## config.mk

```make
export PLATFORM = sky130hd
export DESIGN_NAME = md5_stream_hasher_top
export DESIGN_NICKNAME = d
export VERILOG_FILES = /design/src/rtl/core/md5_pkg.sv /design/src/rtl/core/md5_front.sv /design/src/rtl/core/md5_queue.sv /design/src/rtl/core/md5_back.sv /design/src/rtl/core/md5_stream_hasher_top.sv
export SDC_FILE = /design/constraint.sdc
export NUM_CORES = 2
export LEC_CHECK = 0
export BUFFER_PORTS_ARGS = -buffer_cell sky130_fd_sc_hd__buf_2
export CORE_UTILIZATION = 35
export DETAILED_ROUTE_END_ITERATION = 10
export HOLD_SLACK_MARGIN = 0.15
export PLACE_DENSITY = 0.61
export SLEW_MARGIN = 20
export SYNTH_ARGS = -nofsm -noshare
export SYNTH_HDL_FRONTEND = slang
export SYNTH_SLANG_ARGS = --single-unit
```

## constraint.sdc

```tcl
create_clock -name clk -period 34.7 [get_ports clk]
set_input_delay 6.94 -clock clk [delete_from_list [all_inputs] [get_ports clk]]
set_output_delay 6.94 -clock clk [all_outputs]
set_load 0.02 [all_outputs]
```

## src/rtl/core/md5_pkg.sv

```systemverilog
// ----------------------------------------------------------------------------
// md5_pkg: shared types, constants and round tables of the MD5 stream hasher
// Holds the initial chaining values, the round constants and shifts, the
// message word schedule and the front-to-back command item.
// ----------------------------------------------------------------------------
package md5_pkg;

  localparam logic [31:0] IV_A = 32'h67452301;
  localparam logic [31:0] IV_B = 32'hefcdab89;
  localparam logic [31:0] IV_C = 32'h98badcfe;
  localparam logic [31:0] IV_D = 32'h10325476;

  localparam logic [7:0] PAD_BYTE   = 8'h80;
  localparam int         BLK_BYTES  = 64;
  localparam int         POS_W      = 6;
  localparam int         LEN_POS    = 56;
  localparam int         QUEUE_DEPTH = 2;
  localparam int         IN_TDATA_W  = 16;
  localparam int         OUT_TDATA_W = 64;

  // one back-end job: a full block, with or without a following digest
  typedef struct packed {
    logic [511:0] blk;
    logic         emit;
  } md5_job_t;

  localparam int JOB_W = $bits(md5_job_t);

  function automatic logic [31:0] round_k(input logic [5:0] i);
    logic [31:0] k;
    begin
      case (i)
        6'd0:  k = 32'hd76aa478; 6'd1:  k = 32'he8c7b756;
        6'd2:  k = 32'h242070db; 6'd3:  k = 32'hc1bdceee;
        6'd4:  k = 32'hf57c0faf; 6'd5:  k = 32'h4787c62a;
        6'd6:  k = 32'ha8304613; 6'd7:  k = 32'hfd469501;
        6'd8:  k = 32'h698098d8; 6'd9:  k = 32'h8b44f7af;
        6'd10: k = 32'hffff5bb1; 6'd11: k = 32'h895cd7be;
        6'd12: k = 32'h6b901122; 6'd13: k = 32'hfd987193;
        6'd14: k = 32'ha679438e; 6'd15: k = 32'h49b40821;
        6'd16: k = 32'hf61e2562; 6'd17: k = 32'hc040b340;
        6'd18: k = 32'h265e5a51; 6'd19: k = 32'he9b6c7aa;
        6'd20: k = 32'hd62f105d; 6'd21: k = 32'h02441453;
        6'd22: k = 32'hd8a1e681; 6'd23: k = 32'he7d3fbc8;
        6'd24: k = 32'h21e1cde6; 6'd25: k = 32'hc33707d6;
        6'd26: k = 32'hf4d50d87; 6'd27: k = 32'h455a14ed;
        6'd28: k = 32'ha9e3e905; 6'd29: k = 32'hfcefa3f8;
        6'd30: k = 32'h676f02d9; 6'd31: k = 32'h8d2a4c8a;
        6'd32: k = 32'hfffa3942; 6'd33: k = 32'h8771f681;
        6'd34: k = 32'h6d9d6122; 6'd35: k = 32'hfde5380c;
        6'd36: k = 32'ha4beea44; 6'd37: k = 32'h4bdecfa9;
        6'd38: k = 32'hf6bb4b60; 6'd39: k = 32'hbebfbc70;
        6'd40: k = 32'h289b7ec6; 6'd41: k = 32'heaa127fa;
        6'd42: k = 32'hd4ef3085; 6'd43: k = 32'h04881d05;
        6'd44: k = 32'hd9d4d039; 6'd45: k = 32'he6db99e5;
        6'd46: k = 32'h1fa27cf8; 6'd47: k = 32'hc4ac5665;
        6'd48: k = 32'hf4292244; 6'd49: k = 32'h432aff97;
        6'd50: k = 32'hab9423a7; 6'd51: k = 32'hfc93a039;
        6'd52: k = 32'h655b59c3; 6'd53: k = 32'h8f0ccc92;
        6'd54: k = 32'hffeff47d; 6'd55: k = 32'h85845dd1;
        6'd56: k = 32'h6fa87e4f; 6'd57: k = 32'hfe2ce6e0;
        6'd58: k = 32'ha3014314; 6'd59: k = 32'h4e0811a1;
        6'd60: k = 32'hf7537e82; 6'd61: k = 32'hbd3af235;
        6'd62: k = 32'h2ad7d2bb; 6'd63: k = 32'heb86d391;
        default: k = 32'h0;
      endcase
      return k;
    end
  endfunction

  function automatic logic [4:0] rot_amt(input logic [5:0] i);
    logic [4:0] s;
    begin
      case ({i[5:4], i[1:0]})
        4'h0: s = 5'd7;  4'h1: s = 5'd12; 4'h2: s = 5'd17; 4'h3: s = 5'd22;
        4'h4: s = 5'd5;  4'h5: s = 5'd9;  4'h6: s = 5'd14; 4'h7: s = 5'd20;
        4'h8: s = 5'd4;  4'h9: s = 5'd11; 4'ha: s = 5'd16; 4'hb: s = 5'd23;
        4'hc: s = 5'd6;  4'hd: s = 5'd10; 4'he: s = 5'd15; 4'hf: s = 5'd21;
        default: s = 5'd0;
      endcase
      return s;
    end
  endfunction

  // message word index per round
  function automatic logic [3:0] msg_idx(input logic [5:0] i);
    logic [3:0] g;
    logic [5:0] t;
    begin
      t = 6'd0;
      case (i[5:4])
        2'd0: g = i[3:0];
        2'd1: begin
          t = (i << 2) + i + 6'd1;
          g = t[3:0];
        end
        2'd2: begin
          t = (i << 1) + i + 6'd5;
          g = t[3:0];
        end
        default: begin
          t = (i << 3) - i;
          g = t[3:0];
        end
      endcase
      return g;
    end
  endfunction

endpackage

```

## src/rtl/core/md5_front.sv

```systemverilog
// ----------------------------------------------------------------------------
// md5_front: byte intake and padding
// Packs bytes into a block, counts bits, and on end of message appends 0x80,
// zeros and the length, issuing one or two block jobs to the queue.
// ----------------------------------------------------------------------------
module md5_front
  import md5_pkg::*;
(
  input  logic             clk,
  input  logic             rst_n,
  input  logic             in_valid,
  output logic             in_ready,
  input  logic [7:0]       data_byte,
  input  logic             has_byte,
  input  logic             end_of_message,
  output logic             job_valid,
  input  logic             job_ready,
  output md5_job_t         job
);

  typedef enum logic [2:0] {
    S_FILL = 3'b001,
    S_PAD1 = 3'b010,
    S_PAD2 = 3'b100
  } fst_t;

  fst_t          state_r, state_nxt;
  logic [511:0]  blk_r, blk_nxt;
  logic [63:0]   cnt_r, cnt_nxt;
  logic [63:0]   len_r, len_nxt;
  logic          eom_r, eom_nxt;
  logic [POS_W-1:0] pos;
  logic [POS_W-1:0] pp;
  logic [511:0]  pad_blk;
  logic [63:0]   cnt_b;

  assign pos = cnt_r[POS_W+2:3];
  assign in_ready = (state_r == S_FILL) && !job_valid;

  // padded block view of the buffer: bytes at/after pp are zeroed
  always_comb begin
    pad_blk = blk_r;
    for (int b = 0; b < BLK_BYTES; b++) begin
      if (b >= int'(pp)) pad_blk[8*b +: 8] = 8'h00;
    end
  end

  always_comb begin
    state_nxt = state_r;
    blk_nxt   = blk_r;
    cnt_nxt   = cnt_r;
    len_nxt   = len_r;
    eom_nxt   = eom_r;
    job_valid = 1'b0;
    job       = '{blk: blk_r, emit: 1'b0};
    cnt_b     = cnt_r + 64'd8;
    pp        = pos;
    case (state_r)
      S_FILL: begin
        if (in_valid && in_ready) begin
          if (has_byte) begin
            blk_nxt[8*pos +: 8] = data_byte;
            cnt_nxt = cnt_b;
          end
          // a byte that closes the block goes out first, padding follows
          eom_nxt = end_of_message;
          if (has_byte && pos == POS_W'(BLK_BYTES-1)) state_nxt = S_PAD2;
          else if (end_of_message) state_nxt = S_PAD1;
          len_nxt = has_byte ? cnt_b : cnt_r;
        end
      end
      S_PAD1: begin
        // mark byte at current position; len_r holds the message length
        pp = pos;
        job_valid = 1'b1;
        if (pos >= POS_W'(LEN_POS)) begin
          job.blk = pad_blk;
          job.blk[8*pos +: 8] = PAD_BYTE;
          for (int b = 0; b < BLK_BYTES; b++)
            if (b > int'(pos)) job.blk[8*b +: 8] = 8'h00;
          job.emit = 1'b0;
          if (job_ready) begin
            blk_nxt = '0;
            cnt_nxt = {cnt_r[63:POS_W+3], {(POS_W+3){1'b0}}};
            len_nxt = len_r;
            state_nxt = S_PAD2;
            cnt_nxt[0] = 1'b1; // flag: 0x80 already placed
          end
        end else begin
          job.blk = pad_blk;
          job.blk[8*pos +: 8] = PAD_BYTE;
          job.blk[511:448] = len_r;
          job.emit = 1'b1;
          if (job_ready) begin
            blk_nxt = '0;
            cnt_nxt = '0;
            state_nxt = S_FILL;
          end
        end
      end
      default: begin
        // S_PAD2: full data block (mid message) or final length-only block
        job_valid = 1'b1;
        if (cnt_r[0]) begin
          job.blk = '0;
          job.blk[511:448] = len_r;
          job.emit = 1'b1;
          if (job_ready) begin
            blk_nxt = '0;
            cnt_nxt = '0;
            state_nxt = S_FILL;
          end
        end else begin
          job.blk = blk_r;
          job.emit = 1'b0;
          if (job_ready) state_nxt = eom_r ? S_PAD1 : S_FILL;
        end
      end
    endcase
  end

  always_ff @(posedge clk) begin
    if (!rst_n) begin
      state_r <= S_FILL;
      cnt_r   <= '0;
      eom_r   <= 1'b0;
    end else begin
      state_r <= state_nxt;
      cnt_r   <= cnt_nxt;
      eom_r   <= eom_nxt;
    end
    blk_r <= blk_nxt;
    len_r <= len_nxt;
  end

  // low count bits are only ever nonzero as the pad flag in S_PAD2
  assert property (@(posedge clk) disable iff (!rst_n)
    cnt_r[0] |-> state_r == S_PAD2)
    else $error("pad flag outside second pad block");

endmodule

```

## src/rtl/core/md5_queue.sv

```systemverilog
// ----------------------------------------------------------------------------
// md5_queue: short job queue between intake and compression
// Two-entry register FIFO.
// ----------------------------------------------------------------------------
module md5_queue
  import md5_pkg::*;
(
  input  logic     clk,
  input  logic     rst_n,
  input  logic     wr_valid,
  output logic     wr_ready,
  input  md5_job_t wr_job,
  output logic     rd_valid,
  input  logic     rd_ready,
  output md5_job_t rd_job
);

  md5_job_t   mem_r [QUEUE_DEPTH];
  logic [0:0] wp_r, rp_r;
  logic [1:0] cnt_r;
  logic       push, pop;

  assign wr_ready = cnt_r != 2'(QUEUE_DEPTH);
  assign rd_valid = cnt_r != 2'd0;
  assign rd_job   = mem_r[rp_r];
  assign push = wr_valid && wr_ready;
  assign pop  = rd_valid && rd_ready;

  always_ff @(posedge clk) begin
    if (!rst_n) begin
      wp_r <= '0;
      rp_r <= '0;
      cnt_r <= '0;
    end else begin
      if (push) wp_r <= wp_r + 1'b1;
      if (pop)  rp_r <= rp_r + 1'b1;
      cnt_r <= cnt_r + 2'(push) - 2'(pop);
    end
    if (push) mem_r[wp_r] <= wr_job;
  end

  assert property (@(posedge clk) disable iff (!rst_n) cnt_r <= 2'(QUEUE_DEPTH))
    else $error("queue overfilled");

endmodule

```

## src/rtl/core/md5_back.sv

```systemverilog
// ----------------------------------------------------------------------------
// md5_back: iterative MD5 compression, one round per cycle, and digest output
// Runs 64 rounds per block job, adds back the chaining words, and on jobs
// that close a message presents the digest as two results.
// ----------------------------------------------------------------------------
module md5_back
  import md5_pkg::*;
(
  input  logic              clk,
  input  logic              rst_n,
  input  logic              job_valid,
  output logic              job_ready,
  input  md5_job_t          job,
  output logic              out_tvalid,
  input  logic              out_tready,
  output logic [63:0]       out_tdata,
  output logic [1:0]        out_tuser,
  output logic              out_tlast
);

  typedef enum logic [3:0] {
    B_IDLE = 4'b0001,
    B_RUN  = 4'b0010,
    B_OUT0 = 4'b0100,
    B_OUT1 = 4'b1000
  } bst_t;

  bst_t         state_r, state_nxt;
  logic [31:0]  h_r [4];
  logic [31:0]  a_r, b_r, c_r, d_r;
  logic [511:0] w_r;
  logic         emit_r;
  logic [5:0]   rnd_r;
  logic [31:0]  f, sum, rot, nb, wg;
  logic [63:0]  p0, p1;

  assign job_ready = state_r == B_IDLE;

  always_comb begin
    case (rnd_r[5:4])
      2'd0: f = (b_r & c_r) | (~b_r & d_r);
      2'd1: f = (b_r & d_r) | (c_r & ~d_r);
      2'd2: f = b_r ^ c_r ^ d_r;
      default: f = c_r ^ (b_r | ~d_r);
    endcase
    wg  = w_r[32*msg_idx(rnd_r) +: 32];
    sum = a_r + f + round_k(rnd_r) + wg;
    rot = (sum << rot_amt(rnd_r)) | (sum >> (6'd32 - {1'b0, rot_amt(rnd_r)}));
    nb  = b_r + rot;
  end

  // digest bytes: word k little-endian, first byte in top bits
  always_comb begin
    for (int k = 0; k < 8; k++) begin
      p0[63-8*k -: 8] = h_r[k/4][8*(k%4) +: 8];
      p1[63-8*k -: 8] = h_r[2+k/4][8*(k%4) +: 8];
    end
  end

  assign out_tvalid = (state_r == B_OUT0) || (state_r == B_OUT1);
  assign out_tdata  = (state_r == B_OUT1) ? p1 : p0;
  assign out_tuser  = {1'b0, state_r == B_OUT1};
  assign out_tlast  = state_r == B_OUT1;

  always_comb begin
    state_nxt = state_r;
    case (state_r)
      B_IDLE: if (job_valid) state_nxt = B_RUN;
      B_RUN:  if (rnd_r == 6'd63) state_nxt = emit_r ? B_OUT0 : B_IDLE;
      B_OUT0: if (out_tready) state_nxt = B_OUT1;
      B_OUT1: if (out_tready) state_nxt = B_IDLE;
      default: state_nxt = B_IDLE;
    endcase
  end

  always_ff @(posedge clk) begin
    if (!rst_n) begin
      state_r <= B_IDLE;
      h_r[0] <= IV_A; h_r[1] <= IV_B; h_r[2] <= IV_C; h_r[3] <= IV_D;
      rnd_r <= '0;
    end else begin
      state_r <= state_nxt;
      case (state_r)
        B_IDLE: rnd_r <= '0;
        B_RUN: begin
          rnd_r <= rnd_r + 6'd1;
          if (rnd_r == 6'd63) begin
            h_r[0] <= h_r[0] + d_r;
            h_r[1] <= h_r[1] + nb;
            h_r[2] <= h_r[2] + b_r;
            h_r[3] <= h_r[3] + c_r;
          end
        end
        B_OUT1: if (out_tready) begin
          h_r[0] <= IV_A; h_r[1] <= IV_B; h_r[2] <= IV_C; h_r[3] <= IV_D;
        end
        default: ;
      endcase
    end
    if (state_r == B_IDLE) begin
      w_r <= job.blk; emit_r <= job.emit;
      a_r <= h_r[0]; b_r <= h_r[1]; c_r <= h_r[2]; d_r <= h_r[3];
    end else if (state_r == B_RUN) begin
      a_r <= d_r; d_r <= c_r; c_r <= b_r; b_r <= nb;
    end
  end

  assert property (@(posedge clk) disable iff (!rst_n)
    (state_r == B_RUN && rnd_r == 6'd63 && !emit_r) |=> state_r == B_IDLE)
    else $error("non-final block did not return to idle");
  assert property (@(posedge clk) disable iff (!rst_n)
    (state_r == B_OUT0 && out_tready) |=> state_r == B_OUT1)
    else $error("second digest half skipped");
  assert property (@(posedge clk) disable iff (!rst_n)
    out_tlast |-> out_tuser[0])
    else $error("last part without index one");

endmodule

```

## src/rtl/core/md5_stream_hasher_top.sv

```systemverilog
// ----------------------------------------------------------------------------
// md5_stream_hasher_top: MD5 (RFC 1321) hasher over a byte stream
// Intake front, two-entry block queue, iterative compression back end.
// ----------------------------------------------------------------------------
// Usage:
//   Input channel in_*: one transaction per item. in_tdata[7:0] is the
//   message byte, in_tdata[8] says whether the byte is valid, in_tlast marks
//   the final item of a message (it may carry no byte: empty messages work).
//   Output channel out_*: two transactions per message, the digest bytes
//   0-7 then 8-15 in out_tdata (first byte in bits 63:56); out_tuser[0] is
//   the part index, out_tlast flags the second part.
//   Throughput: a byte per cycle while a block fills; each full block then
//   runs through the round unit at one MD5 round per cycle. The queue
//   holds two blocks, so intake of the next block overlaps compression until
//   the queue fills; the round unit takes a new block only once it is back
//   in idle after the last one.
//   The digest follows compression of the message's final block job; when the
//   padding spills into an extra block or the last byte closes a block, the
//   message ends in two block jobs.
//   Reset (rst_n low, synchronous) restores the initial chaining values and
//   a zero bit count. A stalled out_tready holds the digest and back-pressures
//   through the queue to in_tready; nothing is dropped.
// ----------------------------------------------------------------------------
module md5_stream_hasher_top
  import md5_pkg::*;
(
  input  logic                   clk,
  input  logic                   rst_n,
  input  logic                   in_tvalid,
  output logic                   in_tready,
  input  logic [IN_TDATA_W-1:0]  in_tdata,   // [7:0] data_byte, [8] has_byte
  input  logic                   in_tlast,
  output logic                   out_tvalid,
  input  logic                   out_tready,
  output logic [OUT_TDATA_W-1:0] out_tdata,  // [63:0] digest_part
  output logic [1:0]             out_tuser,  // [0] part_index, [1] zero
  output logic                   out_tlast
);

  md5_job_t fj, bj;
  logic     fv, fr, bv, br;

  md5_front u_front (
    .clk, .rst_n,
    .in_valid(in_tvalid), .in_ready(in_tready),
    .data_byte(in_tdata[7:0]), .has_byte(in_tdata[8]), .end_of_message(in_tlast),
    .job_valid(fv), .job_ready(fr), .job(fj)
  );

  md5_queue u_queue (
    .clk, .rst_n,
    .wr_valid(fv), .wr_ready(fr), .wr_job(fj),
    .rd_valid(bv), .rd_ready(br), .rd_job(bj)
  );

  md5_back u_back (
    .clk, .rst_n,
    .job_valid(bv), .job_ready(br), .job(bj),
    .out_tvalid, .out_tready, .out_tdata, .out_tuser, .out_tlast
  );

endmodule
```

After elaboration in Yosys (flattened, before gate mapping)
Memory sizes are Yosys's and may differ from the RTL's. A register that Yosys moved wholly into a read port is not among the register bits.
Index checks and enable logic that the tools add are counted.
Widths: inputs -> output; s select.
- output and inout port bits: 69
- register bits after elaboration: 786
- memories: 5
- memory bits (writable): 1154
- ROM bits: 2208
- memories (name ; words ; width ; read ports ; clocked after memory_dff ; write ports ; line ; RTL):
    (name not given) ; 64 ; 32 ; 1 ; 1 ; 0 ; md5_pkg.sv:32 ; case (i)
    u_queue.mem_r ; 2 ; 513 ; 1 ; 1 ; 1 ; md5_queue.sv:18 ; md5_job_t mem_r [QUEUE_DEPTH];
    u_back.h_r ; 4 ; 32 ; 4 ; 0 ; 4 ; md5_back.sv:29 ; logic [31:0] h_r [4];
    (name not given) ; 16 ; 5 ; 1 ; 1 ; 0 ; md5_pkg.sv:74 ; case ({i[5:4], i[1:0]})
    (name not given) ; 16 ; 5 ; 1 ; 1 ; 0 ; md5_pkg.sv:74 ;
- $lt $le $gt $ge: 127
- multiplexer cells: 198
- bitwise gates (word level): 21
- reductions and logical operators: 18
- add/subtract/negate cells: 21
- equality and inequality tests: 21
- shift operators: 6
- operators by type and width (cell ; number):
    $mux 512 ; 4
    $mux 513 ; 2
    $pmux 513 s2 ; 1
    $bwmux 512 ; 2
    $pmux 512 s2 ; 1
    $mux 8 ; 126
    $mux 32 ; 16
    $shift 8x34->512 const A ; 1
    $shiftx 512x10->32 ; 1
    $shiftx 8x34->512 ; 1
    $shiftx 8x34->512 const A ; 1
    $mux 64 ; 7
    $add 32x32->32 ; 8
    $gt 6x6->1 const A ; 32
    $ge 6x6->1 const A ; 31
    $and 32x32->32 ; 4
    $or 32x32->32 ; 4
    $pmux 64 s2 ; 1
    $ge 5x6->1 const A ; 16
    $gt 5x6->1 const A ; 16
    $pmux 32 s3 ; 1
    $xor 32x32->32 ; 3
    $add 64x4->64 const B ; 1
    $not 32->32 ; 2
    55 further kinds ; 130

Longest topological paths before layout
- depth after elaboration: 13
- gate-level depth with buffers: 58

Hierarchy
Synthesis repeated with hierarchy kept, for this count alone.
- cells, all modules: 10080
- area, all modules: 122820.3 um^2
- by module, submodules not included (module ; cells an instance ; times used ; area each (um^2) ; seq. area each (um^2)):
    md5_back ; 4885 ; 1 ; 50637.3 ; 23392.4
    md5_queue ; 1625 ; 1 ; 37465.9 ; 30909.6
    md5_front ; 3570 ; 1 ; 34717.0 ; 18557.8

Least setup slack after synthesis
No wires, ideal clock.
- path type: input -> register
- start point: in in_tvalid
- end point: reg u_front.blk_r[0] (enable)
- setup slack: 2.714 ns
- arrival time: 30.584 ns
- required time: 33.298 ns
- buffers on the path: 1
- stages: 5
- cell sequence: nand2_1 > clkinv_1 > clkbuf_1 > a21oi_1 > nor2_1
- longest elaborated chain between the ends: 3
- RTL lines (what ; line ; RTL):
    from (decl) ; md5_stream_hasher_top.sv:29 ; input logic in_tvalid,
    $logic_and 1x1->1 ; md5_front.sv:60 ; if (in_valid && in_ready) begin
    $ne 2x2->1 (no source line) ; - ;
    $reduce_and 3->1 (no source line) ; - ;
    to (signal assigned) ; md5_front.sv:132 ; blk_r <= blk_nxt;
    to (decl) ; md5_front.sv:28 ; logic [511:0] blk_r, blk_nxt;
No other way between the ends.
A chain may end at the register's enable or synchronous reset.

==> reports/results.ini <==
[outcome]
outcome=completed

[timing]
max_freq_mhz=61.9
tns_ns=0
max_slew_margin=0.194
timing.final.crit_period_ns=16.15
period_share=0.465
rsz0062_at_grt=false
hold_viol_final=0
hold_ws_ns=0.467
max_slew.worst_pin.slew_ns=1.21
final-setup-viol-count=0
clock_skew_ns=0.128
drv_slew=0

[cts]
insertion_delay_ns=0.94
post_cts_resized=0
cts_setup_buffers=0
cts_buffers=275
cts_tree=yes
clk_pin_slew_ns=0.06
max-clock-path-buffers=4
clock-sinks=2486
holdBufCountCts=0
clockRootBuffer=clkbuf_16
htreeDepth=5

[synth]
synth_top_family_by_area=multiplexers
synthAdderAreaFrac=0.0362
muxShareOfSynthArea=0.116
synthesis.area_sq_um=122000
yosysSeqAreaShare=0.598
synth_fp_nets=10200
syn_inst=9907
synth_seq_cells=2486
synth_edf_count=2305
synth_cell_type_count=91
synth-compound-area-share=0.0940
yosys_warnings=0
synth_ff_type=edfxtp_1
avgSynthCellArea_sq_um=12.3
synth-simple-area-share=0.110
synth-xor-area-share=0.0201
async_flop_share=0

[critical_path]
crit_type=flip-flop to flip-flop
crit_required_ns=35.31
arrival_ns=16.76
r2r_cells=54
slowest_stage=buf_4
max_stage_delay_ns=0.65
startpoint_type=flip-flop
worstReg2RegStart=u_back.rnd_r[0]
r2r_slack_ns=18.55
path_buf_inv=7
end_kind=flip-flop
crit_family=compound AO/OA/AOI/OAI gates
crit_top_cell=a21oi_1
cp_max_fo=26
worstReg2RegEnd=u_back.h_r[1][31]

[floorplanning]
initial_core_util=0.352
fp.dieH_um=592
die_w_um=592
dieArea_sq_um=351000
row_count=216
core_area_sq_um=346000
ios=90

[detailed_routing]
via_per_inst=5.56
vias=81700
drc=0
dr.pass1.iters=8
wl_um=365000
first_iter_violations=8762
ant_nets=0
routedWlPerCell_um=24.9

[placed_design]
place_congestion=0.905
dpl_cell_area_sq_um=128000
port-buffer-count=81
hpwl_um=239000

[job]
drv_cap=0

[worst_hold_path]
hp-start=u_queue.mem_r[1][42]
min_path_type=flip-flop to flip-flop
whs_endpoint=u_back.w_r[41]
whs_path_depth=1

[grt]
grt_pass1_vias=80000
grt_start_max_net_pins=204
antenna_found_initial=11
grt_overflow=0
grt_use_total=0.203
grt_pass1_wl_um=534000

[layout]
layout-area-overhead-vs-synth_pct=12.0
final_design_area_no_fill_sq_um=137000
drive_gt1_frac=0.151
nNetsFinal=10200

-- kinds of logic after synthesis --
kind of cell / after synthesis
AOI/OAI and AO/OA: 1837
muxes: 1161
other: 1
DFF: 2486
buffers and inverters: 829
and+or+nand+nor: 2997
xor gates and xnor gates: 278
adders and majority gates: 318
-- sequential cells by signal, indices dropped and copies added, names as in the netlist, 3 cells and up, named ones only --
signal and flops:
u_back.state_r 4, u_back.a_r 32, u_front.cnt_r 62, u_front.blk_r 512, u_back.h_r 128, u_back.w_r 512
u_front.len_r 62, u_back.rnd_r 6, u_back.c_r 32, u_queue.mem_r 1026, u_back.b_r 32, u_front.state_r 3
u_back.d_r 32
-- worst register-to-register path: cells and delay by family (launching register included) --
kind                       cells  cell delay (ns)
buffers and inverters          7             1.66
and+or+nand+nor                6             0.89
adders and majority gates      8             2.95
muxes                          2             1.25
xor gates and xnor gates       4             0.65
AOI/OAI and AO/OA             27             7.92
DFF                            1             0.64
-- placed cells by master, fill, tap and decap left out, types with 83 or more instances in the layout --
cell,n
dfxtp_1,177
and2_1,349
a21o_1,88
mux2i_1,420
nor2b_1,160
a21oi_1,612
mux4_2,138
buf_4,174
a31oi_1,110
clkbuf_16,279
inv_1,269
o21ai_0,420
xnor2_1,154
nor2_1,924
edfxtp_1,2305
nor3_1,83
ha_1,219
nand2_1,1075
xor2_1,116
mux2_2,601
nand3_1,164
a211oi_1,87
-- per-stage QoR --
step,worst slack [ns],cells,utilization
final,18.55,14700,0.394
after global routing,17.51,14700,0.394
after CTS,18.61,14700,0.394
after detailed placement,18.66,14200,0.369
after global placement,18.78,14200,0.369
after floorplan,2.71,9907,-
-- layer usage --
layer | vias up | track usage | part of all wire
li1 | 36500 | - | -
met1 | 41000 | 0.274 | 0.42
met2 | 3396 | 0.328 | 0.46
met3 | 707 | 0.0344 | 0.076
met4 | 2 | 0.0747 | 0.038
met5 | - | 0 | 0.000036
-- cell type report --
cell class | count | area [sq um]
Antenna cell | 2 | 5.00
Clock buffer | 332 | 7250
Clock inverter | 162 | 1520
Fill cell | 32400 | 210000
Inverter | 280 | 1070
Multi-Input combinational cell | 6592 | 46300
Sequential cell | 2486 | 72900
Tap cell | 4578 | 5730
Timing Repair Buffer | 262 | 1850
-- how the worst max path moves through the flow --
stage | start | to | slack [ns] | depth (start not counted)
after floorplan | in_tvalid | u_front.blk_r[0] | 2.71 | 5
after global placement | u_back.rnd_r[0] | u_back.h_r[1][31] | 18.78 | 54
after detailed placement | u_back.rnd_r[0] | u_back.h_r[1][31] | 18.66 | 53
after CTS | u_back.rnd_r[0] | u_back.h_r[1][31] | 18.61 | 53
after global routing | u_back.rnd_r[0] | u_back.h_r[1][31] | 17.51 | 53
final | u_back.rnd_r[0] | u_back.h_r[1][31] | 18.55 | 54
-- cells in the mapped netlist (all sizes together), types with 80 or more instances --
cell	number	area share
buf	80	0.0026
o21ai	433	0.018
mux2	601	0.056
edfxtp	2305	0.57
nor2b	161	0.0083
a21oi	619	0.025
dfxtp	181	0.030
nor2	945	0.029
xnor2	159	0.011
inv	274	0.0084
nor3	88	0.0037
clkbuf	469	0.014
xor2	118	0.0085
mux4	139	0.026
a211oi	87	0.0054
and2	352	0.018
nand3	164	0.0067
ha	219	0.022
nand2	1081	0.033
a31oi	111	0.0057
mux2i	421	0.035
a21o	88	0.0054
Power is not shown: default switching activity piles up to over one toggle a cycle in this logic, so the estimate is an artifact.
